===== src/design/mtp_pkg.sv =====
// Shared constants for the musical transport phasor: field widths, register
// indexes, reset values and default parameter values. No dependencies.
`default_nettype none

package mtp_pkg;

  localparam int PHASE_BITS_DEF = 16;
  localparam int TIME_BITS_DEF  = 48;

  localparam int RAW_W    = 32;
  localparam int WRAP_W   = 16;
  localparam int COUNT_W  = 32;
  localparam int BEAT_W   = 32;
  localparam int PERIOD_W = 40;

  localparam int CFG_IDX_W = 2;

  typedef logic [CFG_IDX_W-1:0] reg_idx_t;

  localparam reg_idx_t REG_BEAT    = 2'd0;
  localparam reg_idx_t REG_BAR     = 2'd1;
  localparam reg_idx_t REG_PHRASE  = 2'd2;
  localparam reg_idx_t REG_SECTION = 2'd3;

  localparam logic [BEAT_W-1:0]   BEAT_RESET    = 32'd500000;
  localparam logic [PERIOD_W-1:0] BAR_RESET     = 40'd2000000;
  localparam logic [PERIOD_W-1:0] PHRASE_RESET  = 40'd8000000;
  localparam logic [PERIOD_W-1:0] SECTION_RESET = 40'd32000000;

  localparam logic MODE_SAMPLE = 1'b0;
  localparam logic MODE_ORIGIN = 1'b1;

endpackage

`default_nettype wire


===== src/design/mtp_div.sv =====
// Shared restoring divider, one quotient bit per cycle.
// Has no package dependencies; a zero divisor is taken as one.
`default_nettype none

module mtp_div #(
  parameter int NUM_W = 64,
  parameter int DEN_W = 40
) (
  input  wire logic             clk,
  input  wire logic             rst_n,
  input  wire logic             start,
  input  wire logic [NUM_W-1:0] dividend,
  input  wire logic [DEN_W-1:0] divisor,
  output logic                  done,
  output logic [NUM_W-1:0]      quotient
);

  localparam int CNT_W = $clog2(NUM_W + 1);

  logic             run_r;
  logic             done_r;
  logic [CNT_W-1:0] cnt_r;
  logic [DEN_W-1:0] rem_r;
  logic [NUM_W-1:0] quo_r;
  logic [DEN_W-1:0] den_r;

  logic [DEN_W:0] trial;
  logic [DEN_W:0] diff;
  logic           fits;

  assign trial = {rem_r, quo_r[NUM_W-1]};
  assign diff  = trial - {1'b0, den_r};
  assign fits  = trial >= {1'b0, den_r};

  always_ff @(posedge clk) begin
    if (!rst_n) begin
      run_r  <= 1'b0;
      done_r <= 1'b0;
      cnt_r  <= '0;
    end else begin
      done_r <= 1'b0;
      if (start) begin
        run_r <= 1'b1;
        cnt_r <= '0;
      end else if (run_r) begin
        cnt_r <= cnt_r + CNT_W'(1);
        if (cnt_r == CNT_W'(NUM_W - 1)) begin
          run_r  <= 1'b0;
          done_r <= 1'b1;
        end
      end
    end
  end

  always_ff @(posedge clk) begin
    if (start) begin
      rem_r <= '0;
      quo_r <= dividend;
      den_r <= (divisor == '0) ? DEN_W'(1) : divisor;
    end else if (run_r) begin
      rem_r <= fits ? diff[DEN_W-1:0] : trial[DEN_W-1:0];
      quo_r <= {quo_r[NUM_W-2:0], fits};
    end
  end

  assign done     = done_r;
  assign quotient = quo_r;

endmodule

`default_nettype wire


===== src/design/mtp_timebase.sv =====
// Extends 32-bit counter samples to boot time by counting wraps and keeps the
// transport origin. Depends on mtp_pkg.
`default_nettype none

module mtp_timebase #(
  parameter int TIME_BITS = mtp_pkg::TIME_BITS_DEF
) (
  input  wire logic                       clk,
  input  wire logic                       rst_n,
  input  wire logic                       take,
  input  wire logic                       mode,
  input  wire logic [mtp_pkg::RAW_W-1:0]  raw,
  output logic [TIME_BITS-1:0]            boot_time,
  output logic [TIME_BITS-1:0]            transport_time
);

  logic [mtp_pkg::RAW_W-1:0]  prev_r;
  logic [mtp_pkg::WRAP_W-1:0] wrap_r;
  logic [mtp_pkg::WRAP_W-1:0] wrap_nxt;
  logic [TIME_BITS-1:0]       ext_r;
  logic [TIME_BITS-1:0]       ext_nxt;
  logic [TIME_BITS-1:0]       origin_r;
  logic [63:0]                wide;

  always_comb begin
    wrap_nxt = wrap_r;
    if (raw < prev_r && wrap_r != '1) begin
      wrap_nxt = wrap_r + mtp_pkg::WRAP_W'(1);
    end
    wide    = 64'({wrap_nxt, raw});
    ext_nxt = wide[TIME_BITS-1:0];
  end

  always_ff @(posedge clk) begin
    if (!rst_n) begin
      prev_r   <= '0;
      wrap_r   <= '0;
      ext_r    <= '0;
      origin_r <= '0;
    end else if (take) begin
      if (mode == mtp_pkg::MODE_ORIGIN) begin
        origin_r <= ext_r;
      end else begin
        prev_r <= raw;
        wrap_r <= wrap_nxt;
        ext_r  <= ext_nxt;
      end
    end
  end

  assign boot_time      = ext_r;
  assign transport_time = ext_r - origin_r;

endmodule

`default_nettype wire


===== src/design/musical_transport_phasor_unit.sv =====
// Top level of the musical transport phasor: handshakes, period registers and
// the sequencer that runs four divisions on one shared divider. Depends on
// mtp_pkg, mtp_timebase and mtp_div.
//
//   Channel  Direction  Handshake             Payload
//   in_      input      in_valid / in_ready   in_mode, in_raw_micros
//   out_     output     out_valid / out_ready times, phases and counts
//   cfg_     input      cfg_valid / cfg_ready cfg_index, cfg_data
//
// Each item runs the one-bit-per-cycle divider once per period.
// Reset is synchronous on rst_n and restores the period registers.
// The next item is taken while a finished result still waits on out_ready;
// a stalled result only holds the following item in its final state, ST_FIN.
// cfg_ready is always high.
`default_nettype none

module musical_transport_phasor_unit #(
  parameter int PHASE_BITS = mtp_pkg::PHASE_BITS_DEF,
  parameter int TIME_BITS  = mtp_pkg::TIME_BITS_DEF
) (
  input  wire logic                            clk,
  input  wire logic                            rst_n,
  input  wire logic                            in_valid,
  output logic                                 in_ready,
  input  wire logic                            in_mode,
  input  wire logic [mtp_pkg::RAW_W-1:0]       in_raw_micros,
  output logic                                 out_valid,
  input  wire logic                            out_ready,
  output logic [TIME_BITS-1:0]                 out_boot_time_us,
  output logic [TIME_BITS-1:0]                 out_transport_time_us,
  output logic [PHASE_BITS-1:0]                out_beat_phase,
  output logic [mtp_pkg::COUNT_W-1:0]          out_beat_count,
  output logic [PHASE_BITS-1:0]                out_bar_phase,
  output logic [mtp_pkg::COUNT_W-1:0]          out_bar_count,
  output logic [PHASE_BITS-1:0]                out_phrase_phase,
  output logic [PHASE_BITS-1:0]                out_section_phase,
  input  wire logic                            cfg_valid,
  output logic                                 cfg_ready,
  input  wire logic [mtp_pkg::CFG_IDX_W-1:0]   cfg_index,
  input  wire logic [mtp_pkg::PERIOD_W-1:0]    cfg_data
);

  localparam int NUM_W = TIME_BITS + PHASE_BITS;
  localparam int CW    = mtp_pkg::COUNT_W;

  localparam logic [1:0] ST_IDLE = 2'd0;
  localparam logic [1:0] ST_LOAD = 2'd1;
  localparam logic [1:0] ST_DIV  = 2'd2;
  localparam logic [1:0] ST_FIN  = 2'd3;

  logic [1:0]                      state_r;
  logic [1:0]                      state_nxt;
  mtp_pkg::reg_idx_t               idx_r;
  logic [mtp_pkg::BEAT_W-1:0]      beat_len_r;
  logic [mtp_pkg::PERIOD_W-1:0]    bar_len_r;
  logic [mtp_pkg::PERIOD_W-1:0]    phrase_len_r;
  logic [mtp_pkg::PERIOD_W-1:0]    section_len_r;
  logic [mtp_pkg::PERIOD_W-1:0]    divisor;
  logic                            in_take;
  logic                            out_load;
  logic                            div_done;
  logic [NUM_W-1:0]                quotient;
  logic [TIME_BITS-1:0]            boot_time;
  logic [TIME_BITS-1:0]            transport_time;
  logic [PHASE_BITS-1:0]           beat_phase_r;
  logic [CW-1:0]                   beat_count_r;
  logic [PHASE_BITS-1:0]           bar_phase_r;
  logic [CW-1:0]                   bar_count_r;
  logic [PHASE_BITS-1:0]           phrase_phase_r;
  logic [PHASE_BITS-1:0]           section_phase_r;
  logic                            out_valid_r;

  assign in_ready  = (state_r == ST_IDLE);
  assign in_take   = in_valid && in_ready;
  assign cfg_ready = 1'b1;
  assign out_load  = (state_r == ST_FIN) && (!out_valid_r || out_ready);

  always_ff @(posedge clk) begin
    if (!rst_n) begin
      beat_len_r    <= mtp_pkg::BEAT_RESET;
      bar_len_r     <= mtp_pkg::BAR_RESET;
      phrase_len_r  <= mtp_pkg::PHRASE_RESET;
      section_len_r <= mtp_pkg::SECTION_RESET;
    end else if (cfg_valid) begin
      unique case (cfg_index)
        mtp_pkg::REG_BEAT:    beat_len_r    <= cfg_data[mtp_pkg::BEAT_W-1:0];
        mtp_pkg::REG_BAR:     bar_len_r     <= cfg_data;
        mtp_pkg::REG_PHRASE:  phrase_len_r  <= cfg_data;
        mtp_pkg::REG_SECTION: section_len_r <= cfg_data;
        default: ;
      endcase
    end
  end

  mtp_timebase #(
    .TIME_BITS(TIME_BITS)
  ) u_timebase (
    .clk            (clk),
    .rst_n          (rst_n),
    .take           (in_take),
    .mode           (in_mode),
    .raw            (in_raw_micros),
    .boot_time      (boot_time),
    .transport_time (transport_time)
  );

  always_comb begin
    unique case (idx_r)
      mtp_pkg::REG_BEAT:    divisor = mtp_pkg::PERIOD_W'(beat_len_r);
      mtp_pkg::REG_BAR:     divisor = bar_len_r;
      mtp_pkg::REG_PHRASE:  divisor = phrase_len_r;
      mtp_pkg::REG_SECTION: divisor = section_len_r;
      default:              divisor = section_len_r;
    endcase
  end

  mtp_div #(
    .NUM_W(NUM_W),
    .DEN_W(mtp_pkg::PERIOD_W)
  ) u_div (
    .clk      (clk),
    .rst_n    (rst_n),
    .start    (state_r == ST_LOAD),
    .dividend ({transport_time, {PHASE_BITS{1'b0}}}),
    .divisor  (divisor),
    .done     (div_done),
    .quotient (quotient)
  );

  always_comb begin
    state_nxt = state_r;
    unique case (state_r)
      ST_IDLE: if (in_take) state_nxt = ST_LOAD;
      ST_LOAD: state_nxt = ST_DIV;
      ST_DIV: begin
        if (div_done) begin
          state_nxt = (idx_r == mtp_pkg::REG_SECTION) ? ST_FIN : ST_LOAD;
        end
      end
      ST_FIN: if (out_load) state_nxt = ST_IDLE;
      default: state_nxt = ST_IDLE;
    endcase
  end

  always_ff @(posedge clk) begin
    if (!rst_n) begin
      state_r     <= ST_IDLE;
      idx_r       <= mtp_pkg::REG_BEAT;
      out_valid_r <= 1'b0;
    end else begin
      state_r <= state_nxt;
      if (in_take) begin
        idx_r <= mtp_pkg::REG_BEAT;
      end else if (state_r == ST_DIV && div_done && idx_r != mtp_pkg::REG_SECTION) begin
        idx_r <= idx_r + mtp_pkg::CFG_IDX_W'(1);
      end
      if (out_load) begin
        out_valid_r <= 1'b1;
      end else if (out_ready) begin
        out_valid_r <= 1'b0;
      end
    end
  end

  always_ff @(posedge clk) begin
    if (state_r == ST_DIV && div_done) begin
      unique case (idx_r)
        mtp_pkg::REG_BEAT: begin
          beat_phase_r <= quotient[PHASE_BITS-1:0];
          beat_count_r <= quotient[PHASE_BITS +: CW];
        end
        mtp_pkg::REG_BAR: begin
          bar_phase_r <= quotient[PHASE_BITS-1:0];
          bar_count_r <= quotient[PHASE_BITS +: CW];
        end
        mtp_pkg::REG_PHRASE:  phrase_phase_r  <= quotient[PHASE_BITS-1:0];
        mtp_pkg::REG_SECTION: section_phase_r <= quotient[PHASE_BITS-1:0];
        default: ;
      endcase
    end
  end

  always_ff @(posedge clk) begin
    if (out_load) begin
      out_boot_time_us      <= boot_time;
      out_transport_time_us <= transport_time;
      out_beat_phase        <= beat_phase_r;
      out_beat_count        <= beat_count_r;
      out_bar_phase         <= bar_phase_r;
      out_bar_count         <= bar_count_r;
      out_phrase_phase      <= phrase_phase_r;
      out_section_phase     <= section_phase_r;
    end
  end

  assign out_valid = out_valid_r;

endmodule

`default_nettype wire

===== config.mk =====
export PLATFORM = sky130hd
export DESIGN_NAME = musical_transport_phasor_unit
export DESIGN_NICKNAME = d
export VERILOG_FILES = /design/src/design/mtp_pkg.sv /design/src/design/mtp_div.sv /design/src/design/mtp_timebase.sv /design/src/design/musical_transport_phasor_unit.sv
export SDC_FILE = /design/constraint.sdc
export NUM_CORES = 1
export LEC_CHECK = 0
export BUFFER_PORTS_ARGS = -buffer_cell sky130_fd_sc_hd__clkbuf_2
export CELL_PAD_IN_SITES_DETAIL_PLACEMENT = 0
export CELL_PAD_IN_SITES_GLOBAL_PLACEMENT = 2
export CORE_ASPECT_RATIO = 0.75
export CORE_MARGIN = 2
export CORE_UTILIZATION = 39
export DETAILED_ROUTE_END_ITERATION = 7
export PLACE_DENSITY = 0.89
export SLEW_MARGIN = 20
export SYNTH_ARGS = -nofsm -noshare
export SYNTH_HDL_FRONTEND = slang
export SYNTH_SLANG_ARGS = --single-unit

===== constraint.sdc =====
create_clock -name clk -period 13.4 [get_ports clk]
set_input_delay 0.67 -clock clk [delete_from_list [all_inputs] [get_ports clk]]
set_output_delay 0.67 -clock clk [all_outputs]
set_load 0.1 [all_outputs]

==> impl_results.html <==
<table>
<tr><th>Metric</th><th>Value</th></tr>
<tr><th colspan="2">Worst hold path</th></tr>
<tr><td>Type of the tightest min-delay check</td><td>in -&gt; reg</td></tr>
<tr><td>Worst hold path startpoint</td><td>in_raw_micros[6]</td></tr>
<tr><td>Number of cells on the worst hold path</td><td>3</td></tr>
<tr><td>Hold EP</td><td>u_timebase.boot_time[6]$_SDFFE_PN0P_</td></tr>
<tr><th colspan="2">Critical path</th></tr>
<tr><td>Worst R2R Setup Slack</td><td>~9.2 ns</td></tr>
<tr><td>Origin of the critical flop-to-flop path</td><td>state_r[1]$_SDFFE_PN0P_</td></tr>
<tr><td>Data required time at the worst endpoint</td><td>between 10 and 15 ns</td></tr>
<tr><td>Arr. time, crit path</td><td>between 4 and 5 ns</td></tr>
<tr><td>Peak fanout along the critical path</td><td>71</td></tr>
<tr><td>Largest stage delay, worst path</td><td>0.84 ns</td></tr>
<tr><td>Slowest library cell on the worst path</td><td>buf_4</td></tr>
<tr><td>Class of the most critical setup path</td><td>reg -&gt; reg</td></tr>
<tr><td>FF-to-FF End</td><td>out_beat_count[24]$_DFFE_PP_</td></tr>
<tr><td>Cell depth of the worst flop-to-flop path</td><td>5</td></tr>
<tr><td>Most repeated library cell on the critical path</td><td>buf_4</td></tr>
<tr><td>Worst Setup Start Kind</td><td>flop</td></tr>
<tr><td>Cells along the critical path</td><td>nand2_1, nor2_4, buf_4, buf_4, buf_4</td></tr>
<tr><td>Crit path capture type</td><td>flop</td></tr>
<tr><th colspan="2">Detailed routing</th></tr>
<tr><td>Violation count after the first detailed-route iteration</td><td>2039</td></tr>
<tr><td>Remaining antenna violation count</td><td>0</td></tr>
<tr><td>Total routed wirelength</td><td>85600 um</td></tr>
<tr><td>Average detailed-routed wire length per instance</td><td>~19 um</td></tr>
<tr><td>Via count normalized by instance count</td><td>5.10</td></tr>
<tr><td>Routed vias</td><td>between 20000 and 25000</td></tr>
<tr><td>Count of unresolved DRC violations after routing</td><td>0</td></tr>
<tr><td>Detailed-router iteration count before antenna repair</td><td>7</td></tr>
<tr><th colspan="2">Power</th></tr>
<tr><td>P per Cell Area</td><td>161 mW/mm^2</td></tr>
<tr><td>Sequential fraction of design power</td><td>43.4%</td></tr>
<tr><td>Combinational group share of total power</td><td>around a fifth</td></tr>
<tr><td>Clk network pwr share</td><td>36.1%</td></tr>
<tr><td>Design internal power</td><td>4.33 mW</td></tr>
<tr><td>Pleak</td><td>roughly 15 nW</td></tr>
<tr><td>Net switching fraction of the power</td><td>29.7%</td></tr>
<tr><td>Peak VDD IR</td><td>79.6 uV</td></tr>
<tr><td>Pwr Total</td><td>6.15 mW</td></tr>
<tr><td>Net Sw Power</td><td>~1.8 mW</td></tr>
<tr><th colspan="2">Die</th></tr>
<tr><td>Rows</td><td>92</td></tr>
<tr><td>Horiz. Die Dim</td><td>340 um</td></tr>
<tr><td>Placeable Area</td><td>0.0838 mm^2</td></tr>
<tr><td>Area of the die</td><td>0.0868 mm^2</td></tr>
<tr><td>Starting density of the core</td><td>39.3%</td></tr>
<tr><td>Total I/O pin count</td><td>307</td></tr>
<tr><td>Vert. Die Dim</td><td>256 um</td></tr>
<tr><th colspan="2">Timing</th></tr>
<tr><td>RSZ-0062 raised after global routing</td><td>false</td></tr>
<tr><td>Post-Route Skew</td><td>0.0306 ns</td></tr>
<tr><td>Hold Worst Slack</td><td>~0.28 ns</td></tr>
<tr><td>Relative slew margins</td><td>between 20% and 30%</td></tr>
<tr><td>Total of endpoints with negative setup slack in the final report</td><td>0</td></tr>
<tr><td>Fmax</td><td>0.237 GHz</td></tr>
<tr><td>Final Cycle Share</td><td>31.5%</td></tr>
<tr><td>Fin Setup TNS</td><td>0 ns</td></tr>
<tr><td>Slew at the pin closest to its max-slew limit</td><td>1.08 ns</td></tr>
<tr><td>Minimum clock period</td><td>4.22 ns</td></tr>
<tr><td>Final hold violation count</td><td>0</td></tr>
<tr><td>Slew Viols, Final</td><td>0</td></tr>
<tr><th colspan="2">Finish</th></tr>
<tr><td>Post-Layout Inst Area</td><td>0.0381 mm^2</td></tr>
<tr><td>Syn-to-layout area delta</td><td>15.8%</td></tr>
<tr><td>Share of the core filled with cells in the final layout</td><td>45.5%</td></tr>
<tr><td>Final layout net count</td><td>3479</td></tr>
<tr><td>Fill cells</td><td>about 8000</td></tr>
<tr><td>Most common library cell in the layout ignoring fill and taps</td><td>nand2_1</td></tr>
<tr><td>Commonest cells after routing, fill and taps aside</td><td>nand2_1 (602), edfxtp_1 (440), dfxtp_1 (317)</td></tr>
<tr><td>Count of inserted antenna diode cells</td><td>0</td></tr>
<tr><td>Fraction of layout cells with a size suffix above 1</td><td>14.8%</td></tr>
<tr><th colspan="2">CTS</th></tr>
<tr><td>Clock network latency to the later pin of the worst-skew pair</td><td>0.64 ns</td></tr>
<tr><td>Buffer cell driving the clock tree root</td><td>clkbuf_16</td></tr>
<tr><td>Postcts setup bufs</td><td>0</td></tr>
<tr><td>Number of clock sinks</td><td>between 700 and 800</td></tr>
<tr><td>Clock slew seen by the registers of the worst setup and hold paths</td><td>approximately 0.06 ns</td></tr>
<tr><td>Buffers from clock root to sink, at most</td><td>3</td></tr>
<tr><td>Clock buffer count from CTS</td><td>between 70 and 80</td></tr>
<tr><td>Maximum level of the CTS H-tree</td><td>3</td></tr>
<tr><td>Clock tree from TritonCTS</td><td>built</td></tr>
<tr><td>Number of buffers inserted by hold repair at cts</td><td>0</td></tr>
<tr><td>Post-cts sizing count</td><td>0</td></tr>
<tr><th colspan="2">Global route</th></tr>
<tr><td>Highest-utilization routing layer at the global route stage</td><td>met1</td></tr>
<tr><td>Initial antenna violation count</td><td>0</td></tr>
<tr><td>Gr usage total</td><td>19.3%</td></tr>
<tr><td>Global routing usage on met1</td><td>30.5%</td></tr>
<tr><td>Largest net degree at the start of global routing</td><td>124</td></tr>
<tr><td>First-pass GRT wire length</td><td>131000 um</td></tr>
<tr><td>Vias in the first global route</td><td>21200</td></tr>
<tr><td>Met2 global-route usage</td><td>27.9%</td></tr>
<tr><td>Grt total ovfl</td><td>0</td></tr>
<tr><td>Met3 capacity usage during global routing</td><td>2.70%</td></tr>
<tr><th colspan="2">Yosys</th></tr>
<tr><td>Main combinational cell family by area after synthesis</td><td>compound AO/OA/AOI/OAI gates</td></tr>
<tr><td>Number of synthesized flops with an enable pin</td><td>440</td></tr>
<tr><td>Compound-Gate Fraction of Synth Area</td><td>between 10 and 15%</td></tr>
<tr><td>Synthesized area divided by synthesized cell count</td><td>10.9 um^2</td></tr>
<tr><td>Number of distinct library cells after synthesis</td><td>73</td></tr>
<tr><td>Combined area of all synthesized cells</td><td>around 0.033 mm^2</td></tr>
<tr><td>Arithmetic-cell share of the synthesized area counting full adders, half adders and majority gates</td><td>4.87%</td></tr>
<tr><td>Share of synthesized registers carrying an async set or reset</td><td>0%</td></tr>
<tr><td>Most used flip-flop cell after synthesis</td><td>edfxtp_1</td></tr>
<tr><td>Number of flip-flops and latches in the synthesized netlist</td><td>758</td></tr>
<tr><td>Post-synthesis simple-gate area fraction</td><td>12.6%</td></tr>
<tr><td>Portion of netlist area occupied by mux cells</td><td>2.62%</td></tr>
<tr><td>Net count of the mapped netlist</td><td>3229</td></tr>
<tr><td>Xor and xnor fraction of the mapped netlist area</td><td>2.45%</td></tr>
<tr><td>Synthesized instance count</td><td>3022</td></tr>
<tr><td>Fraction of the yosys area taken by sequential cells</td><td>59.4%</td></tr>
<tr><td>Count of yosys warnings during synthesis</td><td>0</td></tr>
<tr><th colspan="2">Placement</th></tr>
<tr><td>Final weighted congestion in routability-driven placement</td><td>~0.83</td></tr>
<tr><td>Sum of net half-perimeters after detailed placement</td><td>around 58000 um</td></tr>
<tr><td>Total cell area at the placement stage</td><td>0.0355 mm^2</td></tr>
<tr><td>Number of buffer cells added on primary ports</td><td>305</td></tr>
<tr><th colspan="2">Run</th></tr>
<tr><td>Number of maximum-capacitance violations</td><td>0</td></tr>
<tr><th colspan="2">Outcome</th></tr>
<tr><td>Run status</td><td>finished clean</td></tr>
</table>
==> layer usage <==
| layer | wire [um] | share of wire, % | up-vias |
|---|---|---|---|
| met1 | 44200 | 52 | 10900 |
| li1 | - | - | 11200 |
| met3 | 4100 | 4.8 | 86 |
| met5 | 0 | 0 | - |
| met2 | 36000 | 42 | 524 |
| met4 | 1290 | 1.5 | 0 |
==> cell type report <==
cell class	instances	area, um^2	area share [%]
clock buffers	93	2050	5.37
inverters	180	678	1.78
clock inverters	49	597	1.56
multi-input cells	1925	12100	31.7
well taps	1128	1410	3.70
flip-flops and latches	758	19600	51.3
repair buffers	331	1730	4.53
==> worst max-delay path: cells and delay by family (launching register included) <==
kind                   cells  cell delay [ns]
flip-flops                 1             0.43
buffers and inverters      3             2.36
AND/OR/NAND/NOR            2             0.94
==> power by group through the flow <==
| stage | Clock (mW) | Sequential (mW) | Combinational (mW) |
|---|---|---|---|
| global route | 2.36 | 2.69 | 1.38 |
| finish | 2.22 | 2.67 | 1.26 |
| floorplan | 0 | 2.76 | 0.895 |
| CTS | 2.27 | 2.67 | 1.25 |
| global placement | 0 | 2.72 | 1.25 |
| detailed placement | 0 | 2.72 | 1.24 |
==> cells in the mapped netlist, types with 16 or more instances <==
| library cell | count | area (um^2) |
|---|---|---|
| nand2_1 | 602 | 2260 |
| edfxtp_1 | 440 | 13200 |
| dfxtp_1 | 318 | 6370 |
| a21boi_0 | 211 | 1580 |
| inv_1 | 179 | 672 |
| clkbuf_1 | 141 | 529 |
| ha_1 | 125 | 1560 |
| nor2_1 | 114 | 428 |
| a21oi_1 | 106 | 531 |
| nand3_1 | 87 | 435 |
| mux2i_1 | 84 | 841 |
| o21ai_0 | 80 | 400 |
| a21o_1 | 60 | 450 |
| xnor2_1 | 56 | 490 |
| a222oi_1 | 40 | 400 |
| xor2_1 | 36 | 315 |
| nand4_1 | 28 | 175 |
| a211oi_1 | 24 | 180 |
| nand2b_1 | 22 | 138 |
| and2_1 | 18 | 113 |
| nor3_1 | 18 | 90.1 |
| o211ai_1 | 18 | 135 |
| o21bai_1 | 18 | 135 |
| and3_1 | 16 | 100 |
==> cell families (layout without fill, tap and decap cells) <==
kind of cell             Yosys count  count (layout)
XOR/XNOR                          92              92
buffers and inverters            339             653
multiplexers                      86              86
adder cells (fa/ha/maj)          127             127
AO/OA/AOI/OAI                    653             653
flip-flops                       758             758
AND/OR/NAND/NOR                  966             966
other                              1               1
==> per-stage QoR <==
| stage | std cells | setup slack (ns) |
|---|---|---|
| after global placement | 4322 | 8.92 |
| after detailed placement | 4322 | 8.85 |
| final | 4464 | 9.18 |
| after floorplan | 3022 | 2.37 |
| after global routing | 4464 | 8.87 |
| after CTS | 4464 | 9.14 |
==> flip-flops by register name (all words and copies together), names as in the netlist, 32 cells and up <==
signal and cells:
u_timebase.origin_r 48, bar_count_r 32, bar_len_r 40, phrase_len_r 40
out_boot_time_us 48, out_beat_count 32, section_len_r 40, u_div.rem_r 40
out_bar_count 32, u_timebase.boot_time 48, u_div.quotient 64, u_div.den_r 40
beat_count_r 32, beat_len_r 32, out_transport_time_us 48
==> worst max-delay path by stage <==
stage | from | end | slack [ns] | depth (start not counted)
finish | state_r[1]$_SDFFE_PN0P_ | out_beat_count[24]$_DFFE_PP_ | 9.18 | 5
global route | state_r[1]$_SDFFE_PN0P_ | out_beat_count[24]$_DFFE_PP_ | 8.87 | 5
CTS | state_r[1]$_SDFFE_PN0P_ | out_beat_count[24]$_DFFE_PP_ | 9.14 | 5
global placement | out_ready | out_boot_time_us[8]$_DFFE_PP_ | 8.92 | 6
floorplan | out_valid$_SDFFE_PN0P_ | out_bar_count[0]$_DFFE_PP_ | 2.37 | 2
detailed placement | out_ready | out_beat_count[29]$_DFFE_PP_ | 8.85 | 6
No activity file was read; power rests on OpenSTA's default activity.
